--- src/hdl/rbds_pkg.sv ---
// ----------------------------------------------------------------------------
// rbds_pkg
// Shared types, constants and lookup functions for the RAW10 downsampler.
// ----------------------------------------------------------------------------
package rbds_pkg;

  localparam int unsigned MaxRowBytes = 2048;

  localparam logic [10:0] RowBytesReset = 11'd1600;
  localparam int unsigned MinRowBytes   = 5;
  localparam int unsigned CfgDataW      = 11;
  localparam int unsigned CfgIdxW       = 1;

  localparam logic [CfgIdxW-1:0] CfgRowBytes = 1'b0;
  localparam logic [CfgIdxW-1:0] CfgGamma    = 1'b1;

  localparam logic [2:0] GroupLastPos = 3'd4;

  localparam int unsigned FifoDepth = 4;
  localparam int unsigned FifoPtrW  = 2;
  localparam int unsigned FifoCntW  = 3;

  // per-beat tag travelling from the counter stage to the colour stage
  typedef struct packed {
    logic emit;      // fifth byte of an odd-row group
    logic end_row;   // this group closes the output row
  } grp_tag_t;

  typedef struct packed {
    logic [7:0] red;
    logic [7:0] green;
    logic [7:0] blue;
    logic       last_of_pair;
    logic       end_of_row;
  } pix_t;

  typedef struct packed {
    logic                  space;   // room for one more pixel pair
    logic [FifoCntW-1:0]   count;
  } fifo_stat_t;

  // 10-bit sample from its high byte and the shared low-bits byte
  function automatic logic [9:0] pix10(input logic [7:0] hi, input logic [7:0] lb,
                                       input logic [1:0] pos);
    logic [1:0] lo;
    begin
      case (pos)
        2'd0:    lo = lb[7:6];
        2'd1:    lo = lb[5:4];
        2'd2:    lo = lb[3:2];
        default: lo = lb[1:0];
      endcase
      pix10 = {hi, lo};
    end
  endfunction

  function automatic logic [7:0] clip8(input logic [9:0] v);
    begin
      clip8 = (v > 10'd255) ? 8'hff : v[7:0];
    end
  endfunction

  function automatic logic [7:0] gamma_lut(input logic [6:0] i);
    logic [7:0] v;
    begin
      case (i)
        7'd0: v = 8'd0;     7'd1: v = 8'd28;    7'd2: v = 8'd39;    7'd3: v = 8'd46;
        7'd4: v = 8'd53;    7'd5: v = 8'd59;    7'd6: v = 8'd64;    7'd7: v = 8'd68;
        7'd8: v = 8'd73;    7'd9: v = 8'd77;    7'd10: v = 8'd80;   7'd11: v = 8'd84;
        7'd12: v = 8'd87;   7'd13: v = 8'd90;   7'd14: v = 8'd94;   7'd15: v = 8'd97;
        7'd16: v = 8'd99;   7'd17: v = 8'd102;  7'd18: v = 8'd105;  7'd19: v = 8'd108;
        7'd20: v = 8'd110;  7'd21: v = 8'd113;  7'd22: v = 8'd115;  7'd23: v = 8'd117;
        7'd24: v = 8'd120;  7'd25: v = 8'd122;  7'd26: v = 8'd124;  7'd27: v = 8'd126;
        7'd28: v = 8'd128;  7'd29: v = 8'd130;  7'd30: v = 8'd132;  7'd31: v = 8'd134;
        7'd32: v = 8'd136;  7'd33: v = 8'd138;  7'd34: v = 8'd140;  7'd35: v = 8'd142;
        7'd36: v = 8'd144;  7'd37: v = 8'd146;  7'd38: v = 8'd147;  7'd39: v = 8'd149;
        7'd40: v = 8'd151;  7'd41: v = 8'd153;  7'd42: v = 8'd154;  7'd43: v = 8'd156;
        7'd44: v = 8'd158;  7'd45: v = 8'd159;  7'd46: v = 8'd161;  7'd47: v = 8'd162;
        7'd48: v = 8'd164;  7'd49: v = 8'd165;  7'd50: v = 8'd167;  7'd51: v = 8'd168;
        7'd52: v = 8'd170;  7'd53: v = 8'd171;  7'd54: v = 8'd173;  7'd55: v = 8'd174;
        7'd56: v = 8'd176;  7'd57: v = 8'd177;  7'd58: v = 8'd179;  7'd59: v = 8'd180;
        7'd60: v = 8'd181;  7'd61: v = 8'd183;  7'd62: v = 8'd184;  7'd63: v = 8'd185;
        7'd64: v = 8'd187;  7'd65: v = 8'd188;  7'd66: v = 8'd189;  7'd67: v = 8'd191;
        7'd68: v = 8'd192;  7'd69: v = 8'd193;  7'd70: v = 8'd195;  7'd71: v = 8'd196;
        7'd72: v = 8'd197;  7'd73: v = 8'd198;  7'd74: v = 8'd199;  7'd75: v = 8'd201;
        7'd76: v = 8'd202;  7'd77: v = 8'd203;  7'd78: v = 8'd204;  7'd79: v = 8'd206;
        7'd80: v = 8'd207;  7'd81: v = 8'd208;  7'd82: v = 8'd209;  7'd83: v = 8'd210;
        7'd84: v = 8'd211;  7'd85: v = 8'd212;  7'd86: v = 8'd214;  7'd87: v = 8'd215;
        7'd88: v = 8'd216;  7'd89: v = 8'd217;  7'd90: v = 8'd218;  7'd91: v = 8'd219;
        7'd92: v = 8'd220;  7'd93: v = 8'd221;  7'd94: v = 8'd222;  7'd95: v = 8'd223;
        7'd96: v = 8'd225;  7'd97: v = 8'd226;  7'd98: v = 8'd227;  7'd99: v = 8'd228;
        7'd100: v = 8'd229; 7'd101: v = 8'd230; 7'd102: v = 8'd231; 7'd103: v = 8'd232;
        7'd104: v = 8'd233; 7'd105: v = 8'd234; 7'd106: v = 8'd235; 7'd107: v = 8'd236;
        7'd108: v = 8'd237; 7'd109: v = 8'd238; 7'd110: v = 8'd239; 7'd111: v = 8'd240;
        7'd112: v = 8'd241; 7'd113: v = 8'd242; 7'd114: v = 8'd243; 7'd115: v = 8'd244;
        7'd116: v = 8'd245; 7'd117: v = 8'd246; 7'd118: v = 8'd247; 7'd119: v = 8'd248;
        7'd120: v = 8'd249; 7'd121: v = 8'd249; 7'd122: v = 8'd250; 7'd123: v = 8'd251;
        7'd124: v = 8'd252; 7'd125: v = 8'd253; 7'd126: v = 8'd254;
        default: v = 8'd255;
      endcase
      gamma_lut = v;
    end
  endfunction

endpackage

--- src/hdl/rbds_front.sv ---
// ----------------------------------------------------------------------------
// rbds_front
// Row and group counters, line store access and the input stage register.
// ----------------------------------------------------------------------------
module rbds_front #(
  parameter int unsigned MaxRowBytes = rbds_pkg::MaxRowBytes
) (
  input  logic                             clk_i,
  input  logic                             rst_ni,
  input  logic [10:0]                      row_bytes_i,
  input  logic                             in_valid_i,
  output logic                             in_ready_o,
  input  logic [7:0]                       raw_byte_i,
  input  logic                             frame_start_i,
  input  logic                             b_adv_i,
  output logic                             b_valid_o,
  output logic [7:0]                       b_byte_o,
  output rbds_pkg::grp_tag_t               b_tag_o,
  output logic                             mem_we_o,
  output logic                             mem_re_o,
  output logic [$clog2(MaxRowBytes)-1:0]   mem_addr_o
);

  localparam int unsigned CntW = $clog2(MaxRowBytes);
  localparam int unsigned CmpW = (CntW + 1 > 11) ? CntW + 1 : 11;

  logic [CntW-1:0] bir_q, bir_d, bir;
  logic [2:0]      big_q, big_d, big;
  logic            odd_q, odd_d, odd;
  logic            accept;
  logic [CmpW-1:0] rb, len, pos;
  logic            row_end;

  logic               b_valid_q;
  logic [7:0]         b_byte_q;
  rbds_pkg::grp_tag_t b_tag_q;

  assign in_ready_o = !b_valid_q || b_adv_i;
  assign accept     = in_valid_i && in_ready_o;

  always_comb begin
    rb  = CmpW'(row_bytes_i);
    len = rb;
    if (rb < CmpW'(rbds_pkg::MinRowBytes)) begin
      len = CmpW'(rbds_pkg::MinRowBytes);
    end else if (rb > CmpW'(MaxRowBytes)) begin
      len = CmpW'(MaxRowBytes);
    end
  end

  // frame start wipes position before the beat is taken
  assign bir = frame_start_i ? '0 : bir_q;
  assign big = frame_start_i ? '0 : big_q;
  assign odd = frame_start_i ? 1'b0 : odd_q;
  assign pos = CmpW'(bir);
  assign row_end = (pos + CmpW'(1)) >= len;

  always_comb begin
    bir_d = bir_q;
    big_d = big_q;
    odd_d = odd_q;
    if (accept) begin
      if (row_end) begin
        bir_d = '0;
        big_d = '0;
        odd_d = !odd;
      end else begin
        bir_d = bir + CntW'(1);
        big_d = (big >= rbds_pkg::GroupLastPos) ? 3'd0 : big + 3'd1;
        odd_d = odd;
      end
    end
  end

  always_ff @(posedge clk_i or negedge rst_ni) begin
    if (!rst_ni) begin
      bir_q     <= '0;
      big_q     <= '0;
      odd_q     <= 1'b0;
      b_valid_q <= 1'b0;
    end else begin
      bir_q <= bir_d;
      big_q <= big_d;
      odd_q <= odd_d;
      if (accept) begin
        b_valid_q <= 1'b1;
      end else if (b_adv_i) begin
        b_valid_q <= 1'b0;
      end
    end
  end

  always_ff @(posedge clk_i) begin
    if (accept) begin
      b_byte_q        <= raw_byte_i;
      b_tag_q.emit    <= odd && (big == rbds_pkg::GroupLastPos);
      b_tag_q.end_row <= (pos + CmpW'(5)) >= len;
    end
  end

  // even rows fill the store, odd rows read the matching column back
  assign mem_we_o   = accept && !odd;
  assign mem_re_o   = accept && odd;
  assign mem_addr_o = bir;

  assign b_valid_o = b_valid_q;
  assign b_byte_o  = b_byte_q;
  assign b_tag_o   = b_tag_q;

endmodule

--- config.mk ---
export PLATFORM = sky130hd
export DESIGN_NAME = rbds_front
export DESIGN_NICKNAME = d
export VERILOG_FILES = /design/src/hdl/rbds_pkg.sv /design/src/hdl/rbds_front.sv
export SDC_FILE = /design/constraint.sdc
export NUM_CORES = 1
export LEC_CHECK = 0
export BUFFER_PORTS_ARGS = -buffer_cell sky130_fd_sc_hd__buf_4
export CORE_MARGIN = 3
export CORE_UTILIZATION = 55
export DETAILED_ROUTE_END_ITERATION = 10
export PLACE_DENSITY = 0.82
export SYNTH_ARGS = -nofsm -noshare
export SYNTH_HDL_FRONTEND = slang
export SYNTH_SLANG_ARGS = --single-unit
--- constraint.sdc ---
create_clock -name clk_i -period 7.95 [get_ports clk_i]
set_input_delay 0.3975 -clock clk_i [delete_from_list [all_inputs] [get_ports clk_i]]
set_output_delay 0.3975 -clock clk_i [all_outputs]
set_load 0.01 [all_outputs]
Word-level counts from Yosys, hierarchy flattened
Cells that the tools add are included.

Flip-flop bits (word level): 26. Bits in latches: 0. Bits in writable memories: 0. ROM bits: 0. Bits of input ports: 24. Output and inout port bits: 25. Word-level logic and storage cells: 36. Memories: 0.

$add $sub $neg: 4. $mul: 0. Divide/modulo/power cells: 0. Magnitude comparators: 5. Equal/unequal tests: 1. Shifts and indexed selects: 0. Muxes and demuxes: 11. Bitwise operators: 0. Reduce and logical (&&, ||, !) cells: 8.

Operator list (count): $ge 12x12->1 (2); $mux 12 (2); $mux 11 (2); $add 11x1->12 const B (1); $add 11x3->12 const B (1); $gt 11x12->1 const B (1); $add 11x1->11 const B (1); $lt 11x3->1 const B (1); $mux 3 (3); $logic_and 1x1->1 (4); $mux 1 (4); $add 3x1->3 const B (1); $eq 3x3->1 const B (1); $ge 3x3->1 const B (1); $logic_not 1->1 (2); $reduce_bool 2->1 (1); $logic_or 1x1->1 (1).

Logic depth before layout (Yosys ltp)
Depth in word-level cells: 5. Depth in mapped cells: 16. Depth with buffers taken out: 13.

Worst setup path before layout
Ideal clock, no wire load.

Path kind: in2reg. From: input port frame_start_i. To: register bir_q[4]. Library setup time: 66 ps. Arrival: 3137 ps. Data required time: 7884 ps. Slack: 4747 ps. Stages: 16. Path buffers: 3. Cell sequence: buf_2 clkbuf_1 nand2b_1 inv_1 ha_1 and4b_1 nand3_2 nor2_1 xnor2_1 ha_1 a21oi_1 o21ai_0 a31o_1 nor4_4 buf_6 a22o_1.

Longest elaborated chain between the ends: 4. Elaborated cells between the ends (all ways): 5. Those cells by class: add/sub: 2; order compare: 1; mux: 2.

RTL lines: from (decl) (line rbds_front.sv:14) `input logic frame_start_i,`; $mux 11 (*) (line rbds_front.sv:52) `assign bir = frame_start_i ? '0 : bir_q;`; named net mem_addr_o[0] (line rbds_front.sv:21) `output logic [$clog2(MaxRowBytes)-1:0] mem_addr_o`; $add 11x1->12 (line rbds_front.sv:56) `assign row_end = (pos + CmpW'(1)) >= len;`; $ge 12x12->1 (line rbds_front.sv:56); $mux 11 (*) (line rbds_front.sv:63) `if (row_end) begin`; to (signal assigned) (line rbds_front.sv:82) `bir_q <= bir_d;`; to (decl) (line rbds_front.sv:27) `logic [CntW-1:0] bir_q, bir_d, bir;`.

Mark *: on every way through the listed nets, which the timed path passes. The rest lies on a longest branch. A chain may end at the register's enable or synchronous reset.

Final worst setup path
From: register bir_q[1]. To: register big_q[1].

Longest elaborated chain between the ends: 4.

RTL lines: $mux 11 (line rbds_front.sv:52); $add 11x1->12 (line rbds_front.sv:56); $ge 12x12->1 (line rbds_front.sv:56); $mux 3 (line rbds_front.sv:63); to (signal assigned) (line rbds_front.sv:83) `big_q <= big_d;`; to (decl) (line rbds_front.sv:28) `logic [2:0] big_q, big_d, big;`.

Every way passes these cells.

==> reports/qor.yml <==
grt.total_usage_pct: 21.3
grt_overflow: 0
ir_drop_uv: 70.5
p_leak_nw: 1.20
antenna_cells: 0
n_fill_cell: 238
dp.cells: 277
die_area_um2: 4270
cp_max_fo: 14
grt_pass1_vias: 1593
ys_top_cells_by_area: "dfrtp_1, edfxtp_1, ha_1, a22o_1, xnor2_1"
grt_use_met2_pct: 38.1
arrival_ns: 3.59
max_slew_margin_pct: 50.4
grt_pass1_wl_mm: 7.23
avgRoutedWirePerCell_um: 15.4
port_buffers: 48
yosysTopAreaCell: "dfrtp_1"
drv_slew: 0
yosys_warnings: 0
routed_via_density: 5.75
rsz0062_at_grt: "false"
layout_common_cells: "buf_4, ha_1, dfrtp_1"
drt_wl_total_mm: 4.34
grt-busiest-layer: "met2"
final-hold-violation-count: 0
yosysSeqAreaShare_pct: 36.2
synth.distinct_cells: 40
cts_made_buffers: 3
clkTransAtPathRegs_ns: 0.14
die_h_um: 65.3
drive_above_1_share_pct: 23.9
vias: 1621
drt_pass1_iterations: 4
status: "complete, no violations"
clockBufferDepth: 2
drtAntennaViolNets: 0
pwr_density_cell_nw_per_um2: 129
tritoncts: "yes"
fin_worst_skew_ns: 0.00592
clock_sinks: 26
setup_viol: 0
nNetsFinal: 285
antenna_found_initial: 0
cts_setup_buffers: 0
synth_edf_count: 10
tightestPinTransition_ns: 0.739
dp_hpwl_mm: 3.56
drc_errors: 0
cpMostUsedCell: "ha_1"
ys_ff_latch: 26
hp-class: "in2reg"
async_flop_share_pct: 61.5
clkLatencyLatePin_ns: 0.31
htree_num_levels: 1
cp_cell_sequence: "nor2b_1 > ha_1 > and4b_1 > nand3_2 > nor2_1 > xnor2_1 > ha_1 > nand2_1 > o21ai_0 > a31o_1 > nor4_4 > a32o_1"
fin_cells: 282
tns_ns: 0
synth_nets: 238
cts_root_buffer: "clkbuf_4"
yosysTopAreaCellShare_pct: 20.7
synth.avg_cell_area_um2: 10.1
synth-main-ff-cell: "dfrtp_1"
core_area_um2: 3200
gp_congestion: 0.835
worstPathRequired_ns: 8.21
syn2layout_area_growth_pct: 22.5
min_period_ns: 3.32
end_kind: "register"
die_w_um: 65.3
start_util_pct: 60.5
drt_iter0_drc: 40
globalRouteMet1Util_pct: 26.7
ios: 49
cp_slowest_stage_delay_ns: 0.57
netlist_area_um2: 1940
maxCapViolCount: 0
worstSetupPathType: "reg2reg"
slowest_stage: "nor4_4"
fin_crit_sh_pct: 41.8
grt_max_degree: 23
layout_commonest_cell: "buf_4"
start_kind: "register"
clock.fmax_mhz: 301
met3_usage_pct: 2.91
rows: 20
synthCells: 192
## cell families (layout without fill, tap and decap cells)
family	count (synthesis)	in the layout	synth area share [%]
AOI/OAI and AO/OA	40	40	14.9
xor gates and xnor gates	19	19	9.56
adders and majority gates	23	23	14.7
buffers and inverters	21	67	4.91
DFF	26	26	36.2
and+or+nand+nor	63	63	19.8
## layout make-up
class | instances | area (um^2) | area share [%]
timing repair buffer | 49 | 370 | 15.6
tap | 44 | 55.1 | 2.32
sequential | 26 | 701 | 29.5
clock inverter | 1 | 30.0 | 1.27
inverter | 14 | 52.6 | 2.22
clock buffer | 3 | 22.5 | 0.949
multi-input combinational | 145 | 1140 | 48.1
## flip-flops by register name, indices dropped and copies added (netlist names)
register,count
b_byte_o,8
b_tag_o,2
b_valid_o,1
big_q,3
bir_q,11
odd_q,1
## power by group
group | total [W] | leakage, nW | switching, W | internal (W)
clock network | 0.0000883 | 0.0279 | 0.0000374 | 0.0000509
logic | 0.0000644 | 0.859 | 0.0000325 | 0.0000319
registers | 0.000154 | 0.309 | 0.00000624 | 0.000148
total | 0.000307 | 1.20 | 0.0000761 | 0.000231
## what timing repair did
item | in CTS | in global routing
setup endpoints to repair | 0 | 0
endpoints found under the hold margin | 16 | 0
gates resized for setup | 0 | 0
hold buffers | 1 | 0
## final timing paths
kind / slack [ns] / from / to / cells past startpoint
max in group asynchronous: 7.30 / rst_ni / bir_q[8] / 2
min: 0.25 / raw_byte_i[0] / b_byte_o[0] / 1
min reg2reg: 0.52 / bir_q[8] / bir_q[8] / 1
max: 4.63 / bir_q[1] / big_q[1] / 12
min in group asynchronous: 0.46 / rst_ni / bir_q[0] / 2
max reg2reg: 4.63 / bir_q[1] / big_q[1] / 12
## synth_stat cells (2+ instances only)
master and instances:
dfrtp_1 16, nor2b_1 10, ha_1 22, a21oi_1 9, nor3_1 2, and4b_1 3
inv_1 14, buf_6 2, edfxtp_1 10, nand4_1 3, and3_1 4, clkbuf_1 4
nand2b_1 9, a21o_1 4, a22o_1 13, o21ai_0 5, xnor2_1 11, xor2_1 7
nand3_1 8, nor4_1 2, nand2_1 8, nor2_1 8
## routing by layer
| metal | share of wire (%) | routed length, um |
|---|---|---|
| met5 | 0 | 0 |
| met4 | 1.2 | 54 |
| met3 | 5.6 | 244 |
| met2 | 50 | 2180 |
| met1 | 43 | 1860 |
## through the flow
step                cell area [um^2]  hold WS [ns]  utilization (%)  worst slack [ns]  power (W)
finish                          2370         0.255             74.1              4.63   0.000307
CTS                             2370         0.242             74.1              4.67   0.000310
detailed placement              2310         0.269             72.1              4.41   0.000222
global route                    2370         0.229             74.1              4.29   0.000323
floorplan                       1940         0.102                -              4.75   0.000194
global placement                2310         0.260             72.1              4.56   0.000218
## worst max-delay path: cells and delay by family (launching register included)
kind | cells | cell delay (ns)
flip-flops | 1 | 0.43
adder cells (fa/ha/maj) | 2 | 0.54
AO/OA/AOI/OAI | 3 | 0.61
AND/OR/NAND/NOR | 6 | 1.52
XOR/XNOR | 1 | 0.16
(Power assumes the default switching activity.)
