`src/hdl/rbds_pkg.sv`:
```
// ----------------------------------------------------------------------------
// rbds_pkg
// Shared types, constants and lookup functions for the RAW10 downsampler.
// ----------------------------------------------------------------------------
package rbds_pkg;

  localparam int unsigned MaxRowBytes = 2048;

  localparam logic [10:0] RowBytesReset = 11'd1600;
  localparam int unsigned MinRowBytes   = 5;
  localparam int unsigned CfgDataW      = 11;
  localparam int unsigned CfgIdxW       = 1;

  localparam logic [CfgIdxW-1:0] CfgRowBytes = 1'b0;
  localparam logic [CfgIdxW-1:0] CfgGamma    = 1'b1;

  localparam logic [2:0] GroupLastPos = 3'd4;

  localparam int unsigned FifoDepth = 4;
  localparam int unsigned FifoPtrW  = 2;
  localparam int unsigned FifoCntW  = 3;

  // per-beat tag travelling from the counter stage to the colour stage
  typedef struct packed {
    logic emit;      // fifth byte of an odd-row group
    logic end_row;   // this group closes the output row
  } grp_tag_t;

  typedef struct packed {
    logic [7:0] red;
    logic [7:0] green;
    logic [7:0] blue;
    logic       last_of_pair;
    logic       end_of_row;
  } pix_t;

  typedef struct packed {
    logic                  space;   // room for one more pixel pair
    logic [FifoCntW-1:0]   count;
  } fifo_stat_t;

  // 10-bit sample from its high byte and the shared low-bits byte
  function automatic logic [9:0] pix10(input logic [7:0] hi, input logic [7:0] lb,
                                       input logic [1:0] pos);
    logic [1:0] lo;
    begin
      case (pos)
        2'd0:    lo = lb[7:6];
        2'd1:    lo = lb[5:4];
        2'd2:    lo = lb[3:2];
        default: lo = lb[1:0];
      endcase
      pix10 = {hi, lo};
    end
  endfunction

  function automatic logic [7:0] clip8(input logic [9:0] v);
    begin
      clip8 = (v > 10'd255) ? 8'hff : v[7:0];
    end
  endfunction

  function automatic logic [7:0] gamma_lut(input logic [6:0] i);
    logic [7:0] v;
    begin
      case (i)
        7'd0: v = 8'd0;     7'd1: v = 8'd28;    7'd2: v = 8'd39;    7'd3: v = 8'd46;
        7'd4: v = 8'd53;    7'd5: v = 8'd59;    7'd6: v = 8'd64;    7'd7: v = 8'd68;
        7'd8: v = 8'd73;    7'd9: v = 8'd77;    7'd10: v = 8'd80;   7'd11: v = 8'd84;
        7'd12: v = 8'd87;   7'd13: v = 8'd90;   7'd14: v = 8'd94;   7'd15: v = 8'd97;
        7'd16: v = 8'd99;   7'd17: v = 8'd102;  7'd18: v = 8'd105;  7'd19: v = 8'd108;
        7'd20: v = 8'd110;  7'd21: v = 8'd113;  7'd22: v = 8'd115;  7'd23: v = 8'd117;
        7'd24: v = 8'd120;  7'd25: v = 8'd122;  7'd26: v = 8'd124;  7'd27: v = 8'd126;
        7'd28: v = 8'd128;  7'd29: v = 8'd130;  7'd30: v = 8'd132;  7'd31: v = 8'd134;
        7'd32: v = 8'd136;  7'd33: v = 8'd138;  7'd34: v = 8'd140;  7'd35: v = 8'd142;
        7'd36: v = 8'd144;  7'd37: v = 8'd146;  7'd38: v = 8'd147;  7'd39: v = 8'd149;
        7'd40: v = 8'd151;  7'd41: v = 8'd153;  7'd42: v = 8'd154;  7'd43: v = 8'd156;
        7'd44: v = 8'd158;  7'd45: v = 8'd159;  7'd46: v = 8'd161;  7'd47: v = 8'd162;
        7'd48: v = 8'd164;  7'd49: v = 8'd165;  7'd50: v = 8'd167;  7'd51: v = 8'd168;
        7'd52: v = 8'd170;  7'd53: v = 8'd171;  7'd54: v = 8'd173;  7'd55: v = 8'd174;
        7'd56: v = 8'd176;  7'd57: v = 8'd177;  7'd58: v = 8'd179;  7'd59: v = 8'd180;
        7'd60: v = 8'd181;  7'd61: v = 8'd183;  7'd62: v = 8'd184;  7'd63: v = 8'd185;
        7'd64: v = 8'd187;  7'd65: v = 8'd188;  7'd66: v = 8'd189;  7'd67: v = 8'd191;
        7'd68: v = 8'd192;  7'd69: v = 8'd193;  7'd70: v = 8'd195;  7'd71: v = 8'd196;
        7'd72: v = 8'd197;  7'd73: v = 8'd198;  7'd74: v = 8'd199;  7'd75: v = 8'd201;
        7'd76: v = 8'd202;  7'd77: v = 8'd203;  7'd78: v = 8'd204;  7'd79: v = 8'd206;
        7'd80: v = 8'd207;  7'd81: v = 8'd208;  7'd82: v = 8'd209;  7'd83: v = 8'd210;
        7'd84: v = 8'd211;  7'd85: v = 8'd212;  7'd86: v = 8'd214;  7'd87: v = 8'd215;
        7'd88: v = 8'd216;  7'd89: v = 8'd217;  7'd90: v = 8'd218;  7'd91: v = 8'd219;
        7'd92: v = 8'd220;  7'd93: v = 8'd221;  7'd94: v = 8'd222;  7'd95: v = 8'd223;
        7'd96: v = 8'd225;  7'd97: v = 8'd226;  7'd98: v = 8'd227;  7'd99: v = 8'd228;
        7'd100: v = 8'd229; 7'd101: v = 8'd230; 7'd102: v = 8'd231; 7'd103: v = 8'd232;
        7'd104: v = 8'd233; 7'd105: v = 8'd234; 7'd106: v = 8'd235; 7'd107: v = 8'd236;
        7'd108: v = 8'd237; 7'd109: v = 8'd238; 7'd110: v = 8'd239; 7'd111: v = 8'd240;
        7'd112: v = 8'd241; 7'd113: v = 8'd242; 7'd114: v = 8'd243; 7'd115: v = 8'd244;
        7'd116: v = 8'd245; 7'd117: v = 8'd246; 7'd118: v = 8'd247; 7'd119: v = 8'd248;
        7'd120: v = 8'd249; 7'd121: v = 8'd249; 7'd122: v = 8'd250; 7'd123: v = 8'd251;
        7'd124: v = 8'd252; 7'd125: v = 8'd253; 7'd126: v = 8'd254;
        default: v = 8'd255;
      endcase
      gamma_lut = v;
    end
  endfunction

endpackage

```
`src/hdl/rbds_fifo.sv`:
```
// ----------------------------------------------------------------------------
// rbds_fifo
// Output queue: takes a pixel pair in one beat, hands out one pixel a beat.
// ----------------------------------------------------------------------------
module rbds_fifo (
  input  logic                 clk_i,
  input  logic                 rst_ni,
  input  logic                 push_i,
  input  rbds_pkg::pix_t       pix0_i,
  input  rbds_pkg::pix_t       pix1_i,
  output logic                 out_valid_o,
  input  logic                 out_ready_i,
  output rbds_pkg::pix_t       head_o,
  output rbds_pkg::fifo_stat_t stat_o
);

  localparam int unsigned PtrW = rbds_pkg::FifoPtrW;
  localparam int unsigned CntW = rbds_pkg::FifoCntW;

  rbds_pkg::pix_t  mem_q [rbds_pkg::FifoDepth];
  logic [PtrW-1:0] wptr_q, rptr_q;
  logic [CntW-1:0] cnt_q, cnt_d, cnt_pop;
  logic            pop;

  assign pop     = out_valid_o && out_ready_i;
  assign cnt_pop = cnt_q - CntW'(pop);
  assign cnt_d   = cnt_pop + (push_i ? CntW'(2) : CntW'(0));

  always_ff @(posedge clk_i or negedge rst_ni) begin
    if (!rst_ni) begin
      wptr_q <= '0;
      rptr_q <= '0;
      cnt_q  <= '0;
    end else begin
      cnt_q <= cnt_d;
      if (push_i) begin
        wptr_q <= wptr_q + PtrW'(2);
      end
      if (pop) begin
        rptr_q <= rptr_q + PtrW'(1);
      end
    end
  end

  always_ff @(posedge clk_i) begin
    if (push_i) begin
      mem_q[wptr_q]            <= pix0_i;
      mem_q[wptr_q + PtrW'(1)] <= pix1_i;
    end
  end

  assign out_valid_o  = (cnt_q != '0);
  assign head_o       = mem_q[rptr_q];
  assign stat_o.space = cnt_pop <= CntW'(rbds_pkg::FifoDepth - 2);
  assign stat_o.count = cnt_q;

endmodule

```
`config.mk`:
```
export PLATFORM = sky130hd
export DESIGN_NAME = rbds_fifo
export DESIGN_NICKNAME = d
export VERILOG_FILES = /design/src/hdl/rbds_pkg.sv /design/src/hdl/rbds_fifo.sv
export SDC_FILE = /design/constraint.sdc
export NUM_CORES = 1
export LEC_CHECK = 0
export BUFFER_PORTS_ARGS = -buffer_cell sky130_fd_sc_hd__buf_2
export CAP_MARGIN = 20
export CORE_MARGIN = 4
export CORE_UTILIZATION = 58
export CTS_BUF_LIST = sky130_fd_sc_hd__clkbuf_4 sky130_fd_sc_hd__clkbuf_8 sky130_fd_sc_hd__clkbuf_16
export DETAILED_ROUTE_END_ITERATION = 10
export GPL_ROUTABILITY_DRIVEN = 0
export GPL_TIMING_DRIVEN = 1
export PLACE_DENSITY_LB_ADDON = 0.25
export SYNTH_ARGS = -nofsm -noshare
export SYNTH_HDL_FRONTEND = slang
export SYNTH_SLANG_ARGS = --single-unit
```
`constraint.sdc`:
```
create_clock -name clk_i -period 7.95 [get_ports clk_i]
set_clock_uncertainty 0.2 [all_clocks]
set_input_delay 0.795 -clock clk_i [delete_from_list [all_inputs] [get_ports clk_i]]
set_output_delay 0.795 -clock clk_i [all_outputs]
set_load 0.005 [all_outputs]
```
[After elaboration in Yosys (flattened, before gate mapping)]
Memories as Yosys holds them, arrays and structs flattened.
Cells that the tools add are included.
Storage, ports and cells
  output and inout bits: 31
  memory bits (writable): 104
  register bits: 7
  memories: 1
  input port bits: 56
Memory list
  mem_q: words 4, width 26, rd ports 1, clocked after Yosys merged registers in 0, write ports 2, RTL line rbds_fifo.sv:20  | rbds_pkg::pix_t mem_q [rbds_pkg::FifoDepth];
Cells by class
  magnitude comparators: 1
  muxes and demuxes: 3
  reductions and logical operators: 2
  add/sub/neg operators: 5
Operators with widths (count)
  adder 2 x 1 -> 2 bit, second input constant: 2
  adder 3 x 2 -> 3 bit: 1
  less-or-equal comparator 3 x 2 -> 1 bit, second input constant: 1
  nonzero test 3 bit: 1
  subtractor 3 x 1 -> 3 bit: 1
  adder 2 bit, second input constant: 1
  two-way mux 1 bit: 2
  two-way mux 2 bit: 1
  logical AND 1 bit: 1

[Longest topological paths before layout]
Gate-level depths: netlist of run 1.
  depth in word-level cells: 4
  depth in mapped cells: 6
  gate-level depth less buffers: 6

[Worst setup path after synthesis of run 1]
No wires, ideal clock.
  path type: input -> register
  start point: input port push_i
  end point: memory mem_q[0][0] (netlist bit), enable pin
  slack: 4.185 ns
  path buffers: 0
  arrival time: 3.097 ns
  required time: 7.282 ns
  stages: 1
  library setup time: 0.468 ns
  cell sequence: nor2b_1
RTL lines
  start, declared: RTL line rbds_fifo.sv:8  | input logic push_i,
  end, declared: RTL line rbds_fifo.sv:20

==> out/qor.txt, run 1 <==
Ant. Diodes - 0
CP endpoint - head_o[25]
Clock sink count - 110
Synth unique cells - 17
Core ar. - 6832 um^2
DR vias/cell - 5.355
Reg2reg setup slack - 5.93 ns
Nature of the critical path startpoint - flip-flop
RSZ-0062 raised after global routing - false
FF+latch count, synth - 110
Layout area overhead - 17.45%
First-pass GRT wire length - 10.21 mm
Drt total wl - 6.417 mm
Clk buf depth - 2
Largest net degree at the start of global routing - 39
Hold WC Path Type - primary input to asynchronous set/reset pin
Critical Path Start - rptr_q[0]$_DFFE_PN0P_
Clk_lat worst skew - 0.35 ns
DPL Wire Length - 4.367 mm
Crit path time final - 3.124 ns
DRC viols - 0
Final worst setup slack - 4.826 ns
Final hold viol count - 0
Leak pwr - 1.763 nW
Top-area cell type share of the netlist area - 76.26%
Root Buffer - clkbuf_8
EDFF count, synth - 104
Place WS - 5.025 ns
Io pins - 87
Post-synth ARST share - 5.455%
I/O Buffers - 86
DP Area - 4612 um^2
Fin Setup TNS - 0 ns
Slew HR - 40.45%
Seq/Total Area, Yosys - 79.93%
Critical path class - flip-flop to primary output
R2r endpoint - mem_q[2][14]$_DFFE_PP_
Cell Rows - 30
Levels on crit path - 2
Fin. max-slew vios - 0
Clk pin slew, worst setup/hold paths - 0.10 ns
Peak supply drop - 0.2360 mV
Total track usage - 16.28%
Overall die area - 8469 um^2
Max incr delay on CP - 0.97 ns
Fin area - 4810 um^2
Data arrival, critical path - 2.13 ns
CTS H-tree depth - 3
Crit-path cells - mux4_1 -> buf_2
Syn Std Cell Area - 4095 um^2
Final non-filler cell total - 355
PostCTS Resize Cnt - 0
TritonCTS clock tree - done
Filler cell count - 444
Crit. End Element - primary output
Synth top area cells - edfxtp_1 (76%), mux4_2 (9.9%), mux4_1 (5.1%), dfrtp_1 (3.7%), buf_12 (0.98%)
Via count - 1901
Placed Cells - 339
Most frequent cell after synthesis - edfxtp_1
1st-iter DRT viols - 113
Status - finished clean
Slew @ Worst Pin - 0.8933 ns
Critical path peak fanout - 28
Grt total ovfl - 0
Reg2reg start - wptr_q[1]$_DFFE_PN0P_
Kind of cell adding the most delay to the critical path - flip-flops
Initial antenna violation count - 0
Vias in the first global route - 2017
Most common library cells after synthesis - edfxtp_1 (104), mux4_2 (18), mux4_1 (8), dfrtp_1 (6), inv_1 (4)
Syn avg cell area - 25.59 um^2
WP data required - 6.95 ns
Die H - 92.03 um
Dominant synthesized flop cell - edfxtp_1
Post-CTS Setup Repair Bufs - 0
Power per cell area - 332.2 nW/um^2
Max-cap viol count - 0
Crit path max-delay cell type - dfrtp_2
# setup viols final - 0
Drt pass-1 iters - 4
Wire length per cell - 18.08 um
Initial core utilization - 59.95%
R2R cell count - 2
Final clock period utilization by the worst path - 39.29%
F_max - 320.1 MHz
CTS buffer count - 9
Count of buffer and inverter cells on the critical path - 1
Synth Warn # - 0
CTS Hold Bufs - 0
Routed Antenna Nets - 0
Synth area leader - edfxtp_1
Syn Nets - 219
Ratio of cells with drive above 1 in the final layout - 48.26%
Die width - 92.03 um
Nets - 313
Mapped Cells - 160
-- how the worst min path moves through the flow --
stage	start	endpoint	cells past startpoint
CTS	rst_ni	cnt_q[1]$_DFF_PN0_	1
global placement	wptr_q[1]$_DFFE_PN0P_	wptr_q[1]$_DFFE_PN0P_	1
detailed placement	wptr_q[1]$_DFFE_PN0P_	wptr_q[1]$_DFFE_PN0P_	1
global route	rst_ni	cnt_q[1]$_DFF_PN0_	1
floorplan	wptr_q[1]$_DFFE_PN0P_	wptr_q[1]$_DFFE_PN0P_	1
finish	rst_ni	cnt_q[1]$_DFF_PN0_	1
-- kinds of logic (layout without fill, tap and decap cells) --
group / count (synthesis) / in the layout / synth area share, %
AOI/OAI and AO/OA: 3 / 3 / 0.6112
xor gates and xnor gates: 5 / 5 / 1.070
adders and majority gates: 3 / 3 / 0.9167
buffers and inverters: 10 / 109 / 1.986
DFF: 110 / 110 / 79.93
muxes: 26 / 26 / 15.03
and+or+nand+nor: 3 / 3 / 0.4586
-- sequential cells by signal (all words and copies together) (netlist names) --
name,cells
rptr_q,2
cnt_q,3
mem_q,104
wptr_q,1
-- layout by cell type (no fill, tap or decap), drive strengths merged --
| cell type | n |
|---|---|
| edfxtp | 104 |
| buf | 89 |
| mux4 | 26 |
| clkbuf | 9 |
| dfrtp | 6 |
| inv | 5 |
| xnor2 | 3 |
| ha | 3 |
| clkinvlp | 3 |
| xor2 | 2 |
| clkinv | 2 |
| o31a | 1 |
| or3 | 1 |
| nor2b | 1 |
| a21boi | 1 |
| and2 | 1 |
| o311ai | 1 |
| bufinv | 1 |
-- metrics by stage --
stage                     util (%)  total power, mW  hold WS (ns)
final                        70.40            1.598       0.05076
after global routing         70.40            1.688       0.02874
after CTS                    70.40            1.623       0.03787
after detailed placement     67.51            1.303        0.3325
after global placement       67.51            1.290        0.3245
after floorplan                  -            1.144        0.2555
-- routing by layer --
metal	vias up	routed length (um)	global-route usage (%)
met1	962	2609	21.33
met3	10	396	4.184
li1	870	-	-
met5	-	0	0
met4	0	103	6.683
met2	59	3308	26.34
-- cell type report --
| cell class | instances | area (um^2) | area share, % |
|---|---|---|---|
| clock inverters | 7 | 73.82 | 1.535 |
| flip-flops and latches | 110 | 3274 | 68.08 |
| multi-input cells | 40 | 749.5 | 15.58 |
| well taps | 96 | 120.1 | 2.497 |
| repair buffers | 89 | 452.9 | 9.417 |
| inverters | 4 | 15.01 | 0.3122 |
| clock buffers | 9 | 123.9 | 2.575 |
-- power by group --
group / internal [mW] / switching (mW)
clock network: 0.146 / 0.178
registers: 0.771 / 0.0778
logic: 0.240 / 0.185
total: 1.16 / 0.441
-- worst reg2reg max path, stage by stage (launching register included) --
cell	delay, ns
dfrtp_1	0.43
and2_2	0.57
buf_4	0.48
(Power assumes the default switching activity.)
==> run 2: changes to the inputs <==
- ABC_AREA: unset -> 1
- CORE_UTILIZATION: 58 -> 49
- clock period: 7.95 -> 2.79 ns (I/O delays scaled with it)
==> run 2 against run 1 <==
Sequential power increased to 2.7 times the previous value. Non-clock buffer count up 58. Cell count is 76% higher. Register-to-register slack worse by 5.1 ns. Power rose to 3.2 times the previous value. Area after synthesis up 8.0%. Synthesized cell count is 130% higher. Worst setup slack lost 4.6 ns. First-iteration DRC count is 25% lower. Highest routed layer unchanged. Combinational power rose to 4.2 times the previous value. Count of clock-buffer cells in the layout unchanged. Via count grew 58%. Largest cell class unchanged.
==> out/qor.txt, run 2 <==
Wire length per cell - 13.55 um (-25%)
Vias in the first global route - 2997 (+49%)
Clk buf depth - 2 (unchanged)
Place WS - 0.6244 ns (-4.401 ns)
Most common library cells after synthesis - edfxtp_1 (104), nand2_1 (91), nor2_1 (55), o21ai_0 (39), inv_1 (34)
F_max - 389.9 MHz
Largest register FFs - 104 (unchanged)
Peak supply drop - 0.3942 mV (+67%)
Synth top area cells - edfxtp_1 (71%), nand2_1 (7.7%), nor2_1 (4.7%), o21ai_0 (4.4%), dfrtp_1 (3.4%)
Top-area cell type share of the netlist area - 70.59% (-5.7 points)
Crit. End Element - primary output
PostCTS Resize Cnt - 0 (unchanged)
Syn Std Cell Area - 4424 um^2 (+8.0%)
Switching Share - 34.53% (+6.9 points)
Synth Warn # - 0 (unchanged)
Grt total ovfl - 0 (unchanged)
Hold WC Path Type - primary input to asynchronous set/reset pin
I/O Buffers - 86 (unchanged)
Overall Power - 5.067 mW (+220%)
Max incr delay on CP - 0.42 ns (-0.55 ns)
CTS H-tree depth - 3 (unchanged)
Nets - 570 (+82%)
Syn avg cell area - 11.99 um^2 (-53%)
Nature of the critical path startpoint - flip-flop
Dominant synthesized flop cell - edfxtp_1
Most flops, register - mem_q
Core ar. - 8763 um^2 (+28%)
1st-iter DRT viols - 85 (-25%)
Gate power share - 35.1% (+8.5 points)
Overall die area - 10610 um^2 (+25%)
EDFF count, synth - 104 (unchanged)
# setup viols final - 0 (unchanged)
Critical path peak fanout - 5 (-82%)
Ant. Diodes - 0 (unchanged)
Power per cell area - 890.3 nW/um^2 (+170%)
Initial antenna violation count - 0 (unchanged)
Slew HR - 64.68% (+24 points)
Final worst setup slack - 0.2255 ns (-4.601 ns)
Max-cap viol count - 0 (unchanged)
Clock sink count - 110 (unchanged)
Data arrival, critical path - 2.09 ns (-0.04 ns)
Io pins - 87 (unchanged)
Initial core utilization - 50.49% (-9.5 points)
Crit path max-delay cell type - dfrtp_1
Drt pass-1 iters - 5 (+1)
Most frequent cells in the layout - edfxtp_1 (104), nand2_1 (91), buf_2 (86)
Synth area leader - edfxtp_1
Most frequent cell after synthesis - edfxtp_1
R2R cell count - 10 (+8)
Post-synth ARST share - 5.455% (unchanged)
Clk_lat worst skew - 0.35 ns (about the same)
Register share of total power - 45.8% (-7.3 points)
Total track usage - 16.84% (+0.56 points)
Mapped Cells - 369 (+130%)
Final clock period utilization by the worst path - 91.92%
FF+latch count, synth - 110 (unchanged)
Final hold viol count - 0 (unchanged)
Critical path class - flip-flop to primary output
Syn Nets - 428 (+95%)
Die width - 103.0 um (+12%)
Via count - 2999 (+58%)
Regs by FF count - mem_q: 104 flops, cnt_q: 3 flops, rptr_q: 2 flops
Seq/Total Area, Yosys - 73.98% (-5.9 points)
Largest net degree at the start of global routing - 34 (-13%)
Commonest non-fill, non-tap cell in the layout - edfxtp_1
Die H - 103.0 um (+12%)
DRC viols - 0 (unchanged)
Synth unique cells - 19 (+2)
Slew @ Worst Pin - 0.5290 ns (-0.3643 ns)
Crit path time final - 2.564 ns
Status - finished clean
Cell Rows - 34 (+13%)
Fin. max-slew vios - 0 (unchanged)
Layout area overhead - 28.65%
CTS buffer count - 9 (unchanged)
Routed Antenna Nets - 0 (unchanged)
WP data required - 2.31 ns (-4.64 ns)
RSZ-0062 raised after global routing - false
Root Buffer - clkbuf_8
Fin Setup TNS - 0 ns (unchanged)
Internal power - 3.317 mW (+190%)
Clock power share - 19.0% (-1.3 points)
Drt total wl - 8.458 mm (+32%)
Crit-path cells - nor2_1 -> nand2_1 -> nand2_1 -> inv_1 -> ha_1 -> ha_1 -> or2_2 -> a21oi_1 -> buf_2
DPL Wire Length - 5.073 mm (+16%)
TritonCTS clock tree - done
DR vias/cell - 4.806 (-10%)
Ratio of cells with drive above 1 in the final layout - 21.90% (-26 points)
Switch Pwr - 1.750 mW (+300%)
First-pass GRT wire length - 13.66 mm (+34%)
Leak pwr - 2.419 nW (+37%)
Clk pin slew, worst setup/hold paths - 0.10 ns (about the same)
-- run 2: cell type report --
cell class	count	area, um^2
fillers	652	3072
well taps	108	135.1
repair buffers	147	1051
inverters	36	135.1
multi-input cells	207	890.9
clock buffers	9	123.9
clock inverters	7	81.33
flip-flops and latches	110	3274
-- run 2: per-stage QoR --
stage / hold WS (ns) / instance area, um^2 / instances / utilization, %
finish: 0.07192 / 5692 / 624 / 64.95
global route: 0.08292 / 5692 / 624 / 64.95
CTS: 0.04721 / 5692 / 624 / 64.95
detailed placement: -0.08690 / 4936 / 553 / 56.33
global placement: -0.09075 / 4936 / 553 / 56.33
floorplan: -0.2166 / 4427 / 369 / -
-- run 2: cell families after synthesis --
family                   synth area share [%]
adder cells (fa/ha/maj)                0.8485
AND/OR/NAND/NOR                         12.92
XOR/XNOR                               0.1980
AO/OA/AOI/OAI                           5.995
buffers and inverters                   6.052
flip-flops                              73.98
-- run 2: power by group through the flow --
| stage | combinational, mW | sequential [mW] | clock (mW) |
|---|---|---|---|
| after floorplan | 1.20 | 2.32 | 0 |
| after global placement | 1.69 | 2.35 | 0 |
| after detailed placement | 1.74 | 2.36 | 0 |
| after CTS | 1.81 | 2.32 | 0.983 |
| after global routing | 2.05 | 2.36 | 1.06 |
| final | 1.78 | 2.32 | 0.965 |
-- run 2: final timing paths --
path | start | endpoint | slack, ns
max | cnt_q[2]$_DFF_PN0_ | stat_o[3] | 0.23
min reg2reg | rptr_q[1]$_DFFE_PN0P_ | rptr_q[1]$_DFFE_PN0P_ | 0.30
min | rst_ni | cnt_q[2]$_DFF_PN0_ | 0.07
max reg2reg | cnt_q[2]$_DFF_PN0_ | cnt_q[2]$_DFF_PN0_ | 0.81
min in group clk_i | rptr_q[1]$_DFFE_PN0P_ | rptr_q[1]$_DFFE_PN0P_ | 0.30
max in group asynchronous | rst_ni | rptr_q[0]$_DFFE_PN0P_ | 2.16
-- run 2: metal layers --
metal / wire length [um] / part of all wire (%) / track usage [%] / vias up
li1: - / - / - / 1510
met1: 3443 / 41 / 19.47 / 1424
met2: 4599 / 54 / 31.18 / 57
met3: 322 / 3.8 / 3.112 / 8
met4: 92 / 1.1 / 5.777 / 0
met5: 0 / 0 / 0 / -
-- run 2: critical path: cells and delay by family (launching register included) --
family | cells | cell delay [ns]
AO/OA/AOI/OAI | 1 | 0.14
adder cells (fa/ha/maj) | 2 | 0.35
buffers and inverters | 2 | 0.18
flip-flops | 1 | 0.42
AND/OR/NAND/NOR | 4 | 0.64
-- run 2: what timing repair did --
item                                   CTS  global route
hold buffers                            55             0
buffers inserted                         0             0
endpoints found under the hold margin  112             0
==> run 3: changes to the inputs <==
--- a/constraint.sdc
+++ b/constraint.sdc
@@ -4,2 +4,2 @@
 set_output_delay 0.279 -clock clk_i [all_outputs]
-set_load 0.005 [all_outputs]
+set_load 0.02 [all_outputs]
==> run 3 against run 2 <==
Global-route usage grew 0.34 points. Critical path depth is the same. Core utilization shrank 0.36 points. Sequential power is essentially flat. Routed wire length grew 3.1%. Clock power shrank 13%. Worst setup slack lost 0.019 ns. Power grew 5.1%. Sequential share of layout area grew 0.32 points.
==> out/qor.txt, run 3 (synthesis results as in run 2) <==
Status - finished clean
PostCTS Resize Cnt - 0 (unchanged)
Root Buffer - clkbuf_8
Cell Rows - 34 (unchanged)
Most frequent cells in the layout - edfxtp_1 (104), nand2_1 (91), buf_2 (86)
Place WS - 0.5969 ns (-0.02755 ns)
Ratio of cells with drive above 1 in the final layout - 21.90% (unchanged)
Most flops, register - mem_q
Crit path time final - 2.583 ns (+0.01858 ns)
Critical path class - flip-flop to primary output
RSZ-0062 raised after global routing - false
Overall die area - 10610 um^2 (unchanged)
Routed Antenna Nets - 0 (unchanged)
Initial antenna violation count - 0 (unchanged)
Fin Setup TNS - 0 ns (unchanged)
Grt total ovfl - 0 (unchanged)
1st-iter DRT viols - 102 (+20%)
Critical path peak fanout - 5 (unchanged)
Largest net degree at the start of global routing - 34 (unchanged)
Core ar. - 8763 um^2 (unchanged)
Ant. Diodes - 0 (unchanged)
I/O Buffers - 86 (unchanged)
Hold WC Path Type - primary input to asynchronous set/reset pin
CTS buffer count - 9 (unchanged)
Vias in the first global route - 3067 (+2.3%)
Regs by FF count - mem_q: 104 flops, cnt_q: 3 flops, rptr_q: 2 flops
Drt total wl - 8.717 mm (+3.1%)
Layout area overhead - 27.94%
Max-cap viol count - 0 (unchanged)
Data arrival, critical path - 2.10 ns (about the same)
DPL Wire Length - 5.157 mm (+1.7%)
Clk pin slew, worst setup/hold paths - 0.10 ns (about the same)
Total track usage - 17.18% (+0.34 points)
Commonest non-fill, non-tap cell in the layout - edfxtp_1
F_max - 387.1 MHz (-0.72%)
Final hold slack - 0.06726 ns (-0.004662 ns)
Crit. End Element - primary output
Final clock period utilization by the worst path - 92.58% (+0.67 points)
Fin. max-slew vios - 0 (unchanged)
Overall Power - 5.323 mW (+5.1%)
Post-CTS Setup Repair Bufs - 0 (unchanged)
Slew @ Worst Pin - 0.5353 ns (+0.006324 ns)
Die H - 103.0 um (unchanged)
Nets - 570 (unchanged)
CTS H-tree depth - 3 (unchanged)
Clk buf depth - 2 (unchanged)
CTS Hold Bufs - 55 (unchanged)
Clock sink count - 110 (unchanged)
FF/Latch Area - 3274 um^2 (unchanged)
Final hold viol count - 0 (unchanged)
Drt pass-1 iters - 4 (-1)
WP data required - 2.31 ns (about the same)
Largest register FFs - 104 (unchanged)
TritonCTS clock tree - done
Area of the multi-input gates - 890.9 um^2 (unchanged)
Io pins - 87 (unchanged)
DRC viols - 0 (unchanged)
Peak supply drop - 0.4517 mV (+15%)
Initial core utilization - 50.49% (unchanged)
Die width - 103.0 um (unchanged)
# setup viols final - 0 (unchanged)
Wire length per cell - 13.97 um (+3.1%)
Clk_lat worst skew - 0.35 ns (about the same)
Via count - 2999 (unchanged)
Filler cell count - 666 (+2.1%)
Nature of the critical path startpoint - flip-flop
Leak pwr - 2.400 nW (-0.75%)
Power per cell area - 940.4 nW/um^2 (+5.6%)
Slew HR - 64.26% (-0.42 points)
First-pass GRT wire length - 13.84 mm (+1.4%)
Final worst setup slack - 0.2069 ns (-0.01858 ns)
DR vias/cell - 4.806 (unchanged)
==> run 3: changes by cell type in the layout (fill, tap and decap cells not counted), sizes merged <==
cell / delta
clkinv: +2
inv: -2
bufinv: -1
clkinvlp: +1
==> run 3: worst paths after layout <==
kind	slack, ns	cells after the start	end	from
setup reg to reg	0.81	10	cnt_q[2]$_DFF_PN0_	cnt_q[2]$_DFF_PN0_
hold / removal	0.07	2	rptr_q[1]$_DFFE_PN0P_	rst_ni
hold reg to reg	0.31	2	rptr_q[1]$_DFFE_PN0P_	rptr_q[1]$_DFFE_PN0P_
min in group clk_i	0.31	2	rptr_q[1]$_DFFE_PN0P_	rptr_q[1]$_DFFE_PN0P_
max in group asynchronous	2.16	2	rptr_q[0]$_DFFE_PN0P_	rst_ni
setup / recovery	0.21	9	stat_o[3]	cnt_q[2]$_DFF_PN0_
==> run 3: worst max-delay path, stage by stage, from the launching register on <==
cell and delay, ns:
dfrtp_1 0.41, nor2_1 0.12, nand2_1 0.12, nand2_1 0.10, inv_1 0.05, ha_1 0.17
ha_1 0.18, or2_2 0.29, a21oi_1 0.13, buf_2 0.18
==> run 3: routing by layer <==
layer | vias to the layer above | wire, um | GRT usage (%)
met5 | - | 0 | 0
met4 | 0 | 90 | 6.175
met3 | 8 | 324 | 3.112
met2 | 61 | 4913 | 32.91
met1 | 1418 | 3390 | 18.78
li1 | 1512 | - | -
==> run 3: layout make-up <==
class                           instances  share of cell area [%]
Clock buffer                            9                   2.188
Clock inverter                          7                  0.8842
Inverter                               36                   2.387
Multi-Input combinational cell        207                   15.74
Sequential cell                       110                   57.85
Tap cell                              108                   2.387
Timing Repair Buffer                  147                   18.57
==> run 3: power breakdown <==
part	internal, mW	total (mW)	switching (mW)
Clock	0.327	0.843	0.517
Combinational	0.700	2.15	1.45
Sequential	2.20	2.33	0.130
Total	3.22	5.32	2.10
==> run 3: stage by stage <==
step	util [%]	cells	instance area, um^2
after floorplan	-	369	4427
after global placement	56.33	553	4936
after detailed placement	56.33	553	4936
after CTS	64.59	624	5660
after global routing	64.59	624	5660
final	64.59	624	5660
